### config.mk
export PLATFORM = sky130hd
export DESIGN_NAME = v3a_sqrt
export DESIGN_NICKNAME = d
export VERILOG_FILES = /design/src/rtl/v3a_pkg.sv /design/src/rtl/v3a_sqrt.sv
export VERILOG_INCLUDE_DIRS = /design/src /design/src/rtl
export SDC_FILE = /design/constraint.sdc
export NUM_CORES = 2
export LEC_CHECK = 0
export BUFFER_PORTS_ARGS = -buffer_cell sky130_fd_sc_hd__clkbuf_2
export CAP_MARGIN = 40
export CORE_MARGIN = 3
export CORE_UTILIZATION = 30
export CTS_CLUSTER_DIAMETER = 120
export CTS_CLUSTER_SIZE = 20
export DETAILED_ROUTE_END_ITERATION = 10
export GPL_ROUTABILITY_DRIVEN = 0
export PLACE_DENSITY_LB_ADDON = 0.3
export RECOVER_POWER = 100
export SLEW_MARGIN = 20
export SYNTH_ARGS = -nofsm -noshare
export SYNTH_HDL_FRONTEND = slang
export SYNTH_SLANG_ARGS = --single-unit
### constraint.sdc
create_clock -name clk -period 39.7 [get_ports clk]
set_clock_uncertainty 0.15 [all_clocks]
set_input_delay 7.94 -clock clk [delete_from_list [all_inputs] [get_ports clk]]
set_output_delay 7.94 -clock clk [all_outputs]
set_load 0.01 [all_outputs]
### src/rtl/vector3_alu_assert.svh
// Assertion shorthands shared by the vector unit's modules.
// Both expect a clock named clk in scope; V3A_CHECK also expects an active-low reset named arst_n.
`ifndef VECTOR3_ALU_ASSERT_SVH
`define VECTOR3_ALU_ASSERT_SVH

// Checked only while the block is out of reset.
`define V3A_CHECK(lbl, prop, msg) \
	lbl: assert property (@(posedge clk) disable iff (!arst_n) prop) else $error(msg);

// Checked at every edge, reset included.
`define V3A_CHECK_RST(lbl, prop, msg) \
	lbl: assert property (@(posedge clk) prop) else $error(msg);

`endif

### src/rtl/v3a_pkg.sv
package v3a_pkg;

	localparam logic [3:0] CMD_ADD    = 4'd0;
	localparam logic [3:0] CMD_SUB    = 4'd1;
	localparam logic [3:0] CMD_MULV   = 4'd2;
	localparam logic [3:0] CMD_SCALE  = 4'd3;
	localparam logic [3:0] CMD_DIV    = 4'd4;
	localparam logic [3:0] CMD_MAG    = 4'd5;
	localparam logic [3:0] CMD_MAGSQ  = 4'd6;
	localparam logic [3:0] CMD_DIST   = 4'd7;
	localparam logic [3:0] CMD_DISTSQ = 4'd8;
	localparam logic [3:0] CMD_NORM   = 4'd9;
	localparam logic [3:0] CMD_DOT    = 4'd10;
	localparam logic [3:0] CMD_CROSS  = 4'd11;

	localparam logic [1:0] ST_OK   = 2'd0;
	localparam logic [1:0] ST_SAT  = 2'd1;
	localparam logic [1:0] ST_DIVZ = 2'd2;
	localparam logic [1:0] ST_ZERO = 2'd3;

	localparam logic [31:0] Q_MAX = 32'h7fff_ffff;
	localparam logic [31:0] Q_MIN = 32'h8000_0000;

	// Square root: 32 result bits, SQ_STEPS per register stage.
	localparam int SQ_BITS   = 32;
	localparam int SQ_STEPS  = 4;
	localparam int SQ_STAGES = SQ_BITS / SQ_STEPS;

	// Divider: 48 quotient bits (|A| shifted up by 16), DV_STEPS per stage.
	localparam int DV_BITS   = 48;
	localparam int DV_STEPS  = 4;
	localparam int DV_STAGES = DV_BITS / DV_STEPS;

	typedef logic [2:0][31:0] vec_t;

	// Everything an item carries down the pipeline.
	typedef struct packed {
		logic [3:0]  cmd;
		vec_t        a;
		logic [31:0] s;
		vec_t        v;
		logic [31:0] sca;
		logic        sat;
		logic        zv;
	} ctx_t;

	typedef struct packed {
		logic [31:0] v;
		logic        sat;
	} sv_t;

	// Round a Q32.32 value to Q16.16 (nearest, ties upward) and clamp.
	function automatic sv_t rnd_sat(input logic signed [65:0] t);
		logic signed [65:0] r;
		sv_t o;
		r = (t + 66'sd32768) >>> 16;
		if (r > 66'sd2147483647) begin
			o.v   = Q_MAX;
			o.sat = 1'b1;
		end else if (r < -66'sd2147483648) begin
			o.v   = Q_MIN;
			o.sat = 1'b1;
		end else begin
			o.v   = r[31:0];
			o.sat = 1'b0;
		end
		return o;
	endfunction

endpackage

### src/rtl/v3a_sqrt.sv
`include "vector3_alu_assert.svh"

module v3a_sqrt import v3a_pkg::*; (
	input  logic        clk,
	input  logic        arst_n,
	input  logic        en,
	input  logic        in_vld,
	input  ctx_t        in_ctx,
	input  logic [63:0] in_rad,
	output logic        out_vld,
	output ctx_t        out_ctx,
	output logic [31:0] out_root
);

	logic        vld_s  [SQ_STAGES];
	ctx_t        ctx_s  [SQ_STAGES];
	logic [63:0] rad_s  [SQ_STAGES];
	logic [35:0] rem_s  [SQ_STAGES];
	logic [31:0] root_s [SQ_STAGES];

	for (genvar g = 0; g < SQ_STAGES; g++) begin : g_stage
		logic        src_vld;
		ctx_t        src_ctx;
		logic [63:0] src_rad, nx_rad;
		logic [35:0] src_rem, nx_rem;
		logic [31:0] src_root, nx_root;

		if (g == 0) begin : g_first
			assign src_vld  = in_vld;
			assign src_ctx  = in_ctx;
			assign src_rad  = in_rad;
			assign src_rem  = '0;
			assign src_root = '0;
		end else begin : g_next
			assign src_vld  = vld_s[g-1];
			assign src_ctx  = ctx_s[g-1];
			assign src_rad  = rad_s[g-1];
			assign src_rem  = rem_s[g-1];
			assign src_root = root_s[g-1];
		end

		// Two radicand bits in, one root bit out per step.
		always_comb begin
			nx_rad  = src_rad;
			nx_rem  = src_rem;
			nx_root = src_root;
			for (int k = 0; k < SQ_STEPS; k++) begin
				nx_rem = {nx_rem[33:0], nx_rad[63:62]};
				nx_rad = {nx_rad[61:0], 2'b00};
				if (nx_rem >= {2'b00, nx_root, 2'b01}) begin
					nx_rem  = nx_rem - {2'b00, nx_root, 2'b01};
					nx_root = {nx_root[30:0], 1'b1};
				end else begin
					nx_root = {nx_root[30:0], 1'b0};
				end
			end
		end

		always_ff @(posedge clk or negedge arst_n) begin
			if (!arst_n) vld_s[g] <= 1'b0;
			else if (en) vld_s[g] <= src_vld;
		end

		always_ff @(posedge clk) begin
			if (en) begin
				ctx_s[g]  <= src_ctx;
				rad_s[g]  <= nx_rad;
				rem_s[g]  <= nx_rem;
				root_s[g] <= nx_root;
			end
		end
	end

	// Magnitude and distance take their scalar result here.
	always_comb begin
		out_ctx = ctx_s[SQ_STAGES-1];
		if ((out_ctx.cmd == CMD_MAG || out_ctx.cmd == CMD_DIST) && !out_ctx.sat) begin
			if (root_s[SQ_STAGES-1][31]) begin
				out_ctx.sca = Q_MAX;
				out_ctx.sat = 1'b1;
			end else begin
				out_ctx.sca = root_s[SQ_STAGES-1];
			end
		end
	end

	assign out_vld  = vld_s[SQ_STAGES-1];
	assign out_root = root_s[SQ_STAGES-1];

	// A nonzero vector always has a root of at least one, so normalizing never divides by zero.
	`V3A_CHECK(a_norm_root, ((out_vld && out_ctx.cmd == CMD_NORM && !out_ctx.zv) |-> (out_root != 32'd0)), "norm of nonzero vector reached the divider with a zero root")

endmodule

==> run summary <==
status: complete, but fails checks
violated checks: max-capacitance violations, max-slew violations
Synth top cells by count: edfxtp_1 (2702), a21oi_1 (786), nor2_1 (728), nand2_1 (697), ha_1 (560)
# hold bufs at CTS: 0
post-synthesis simple-gate area fraction: 11.1%
fin area: 142000 µm²
Final Critical Period: 25.24 ns
top cell type's share of synthesized area: 62.3%
Comb pwr share: 50.6%
internal power: 6.53 mW
most frequent cell after synthesis: edfxtp_1
hpwl dp: 231 mm
PD cells: 77.1 nW/µm²
Pre-antenna DRT Iters: 7
Final setup viols: 0
CTS tree: done
Fill cells: 42836
number of global-route vias before repair: 76736
post-route ant nets: 0
post-synthesis mux area share: 1.01%
largest cells by area after synthesis: edfxtp_1 (62%), ha_1 (5.4%), xnor2_1 (3.2%), a21oi_1 (3.0%), nor2_1 (2.1%)
adder-cell share of the synthesized area: 5.38%
Die W: 665 µm
IR drop worst, VDD: 0.0684 mV
Worst Path Required: 40.05 ns
post-synth top area cell: edfxtp_1
vias per cell: 4.92
Post-CTS Setup Inserts: 0
initial antenna violation count: 13
Synth Area in XOR/XNOR: 4.97%
Async SR Flop Fraction: 0.295%
RSZ-0062 raised after global routing: false
Starting Density: 30.2%
Psw: 4.44 mW
Syn. warnings: 0
CP startpoint kind: input port
CTS sink cnt: 2710
IO Pins: 625
Hold Path Class: register to register
critical path class: input port to register
clk_lat worst skew: 0.91 ns
share of cells above drive strength 1: 6.62%
IO buf count: 624
fin util: 33.0%
EDFF count, synth: 2702
Distinct cells, synth: 121
final WL: 308 mm
register area share after synthesis: 62.5%
largest family of logic cells by synthesized area: compound AO/OA/AOI/OAI gates
Slowest-stage cell, CP: clkbuf_1
synthesized flop and latch total: 2710
dpl cell area: 139000 µm²
root buffer cell: clkbuf_16
Total GRT Usage: 13.4%
drt initial violations: 6438
area delta synth->final: 9.36%
switching part of the total: 40.5%
nets: 11551
final hold viol count: 0
synthesized instance count: 10249
Max Cap Viol: 48
first-pass GRT wire length: 467 mm
CTS resizes: 0
worst-path fanout max: 100
ys flop type: edfxtp_1
most used cell, CP: clkbuf_1
GR Overflow Total: 0
CTS H-tree depth: 4
Static Leak: 51.0 nW
f_max: 39.6 MHz
max-slew violations: 2434
critical path capture point type: register
Die H: 665 µm
setup TNS: 0 ns
total core area: 432000 µm²
FP Rows: 241
die area: 442000 µm²
syn avg cell area: 12.7 µm²
CP peak stage delay: 3.86 ns
slew margin rel.: -462%
worst-path cell chain: clkbuf_1, clkbuf_1, clkbuf_1, clkbuf_1, clkbuf_1, clkbuf_1, clkbuf_1, clkbuf_1, clkbuf_1
sequential share of power: 34.0%
Synth Cell Area: 130000 µm²
Final Cycle Share: 63.6%
Wirelength per Cell: 18.8 µm
WP data arrival: 25.59 ns
clock slew seen by the registers of the worst setup and hold paths: 0.08 ns
Worst-Margin Slew: 8.44 ns
routed via count: 80760
clock power share: 15.4%
drt drc: 0
Max clock buf depth: 4
largest net degree at the start of global routing: 190
Synth Area in Compound Gates: 11.7%
TritonCTS Buffers: 164
## per-layer routing
metal / share of wire (%) / track usage (%) / wire (µm) / up-vias
met3: 4.2 / 1.54 / 13000 / 401
li1: - / - / - / 39315
met4: 3.1 / 3.96 / 9510 / 0
met5: 0 / 0 / 0 / -
met1: 44 / 17.7 / 135000 / 39285
met2: 49 / 23.0 / 150000 / 1759
## area by class of cell
cell class                 instances  area (µm²)  area share (%)
clock inverter                    27         453           0.318
tap                             5710        7140            5.02
inverter                         397        1500            1.05
timing repair buffer             729        3280            2.30
sequential                      2710       81300            57.1
clock buffer                     188        4190            2.95
antenna                            2        5.00         0.00352
multi-input combinational       6659       44500            31.2
## state kept, by name (all words and copies together) (netlist names)
signal,cells
root_s,144
out_vld,1
rad_s,224
ctx_s,2096
g_stage.src_vld,7
rem_s,238
## final timing paths
kind                                     from            endpoint  slack, ns  cells past startpoint
max in group asynchronous              arst_n  g_stage[3].src_vld      32.31                      1
min in group asynchronous              arst_n             out_vld       6.78                      1
worst max register to register  root_s[1][46]        rem_s[6][11]      19.97                     43
worst min register to register  ctx_s[1][688]       ctx_s[1][950]       0.26                      0
worst min-delay path            ctx_s[1][688]       ctx_s[1][950]       0.26                      0
worst max-delay path                       en       ctx_s[0][770]      14.46                      9
## metrics by stage
stage                     std cells  hold slack [ns]  setup slack, ns  power [mW]
after CTS                     16414            0.251            25.27        11.0
after floorplan               10251            0.250            26.66        7.87
after detailed placement      16199            0.255            24.66        9.28
after global routing          16421            0.253            12.31        11.8
final                         16422            0.256            14.46        11.0
after global placement        16170            0.250            24.63        9.26
## critical path, delay by kind of cell
kind / cells / cell delay [ns]
buffers and inverters: 9 / 17.30
## placed cells by master (no fill, tap or decap), types with 89 or more instances in the layout
master,count
edfxtp_1,2702
a21oi_1,786
nor2_1,729
nand2_1,697
ha_1,560
xnor2_1,470
o21ai_0,465
clkbuf_1,448
inv_1,393
a21o_1,283
clkbuf_2,271
xor2_1,268
nand3_1,216
nor3_1,213
clkbuf_16,164
nand4_1,161
nor4_1,112
o21bai_1,99
nand2b_1,91
nor2b_1,91
a31oi_1,89
## cells by family after synthesis
kind of cell / after synthesis
buffers and inverters: 882
xor gates and xnor gates: 738
other: 1
and+or+nand+nor: 2852
AOI/OAI and AO/OA: 2385
DFF: 2710
muxes: 121
adders and majority gates: 560
## power by group through the flow
stage	clock (mW)	sequential, mW	combinational, mW
global placement	0	3.78	5.48
global route	1.89	3.76	6.15
finish	1.69	3.73	5.55
detailed placement	0	3.78	5.50
floorplan	0	3.70	4.17
CTS	1.80	3.72	5.53
No activity file was read; power rests on OpenSTA's default activity.
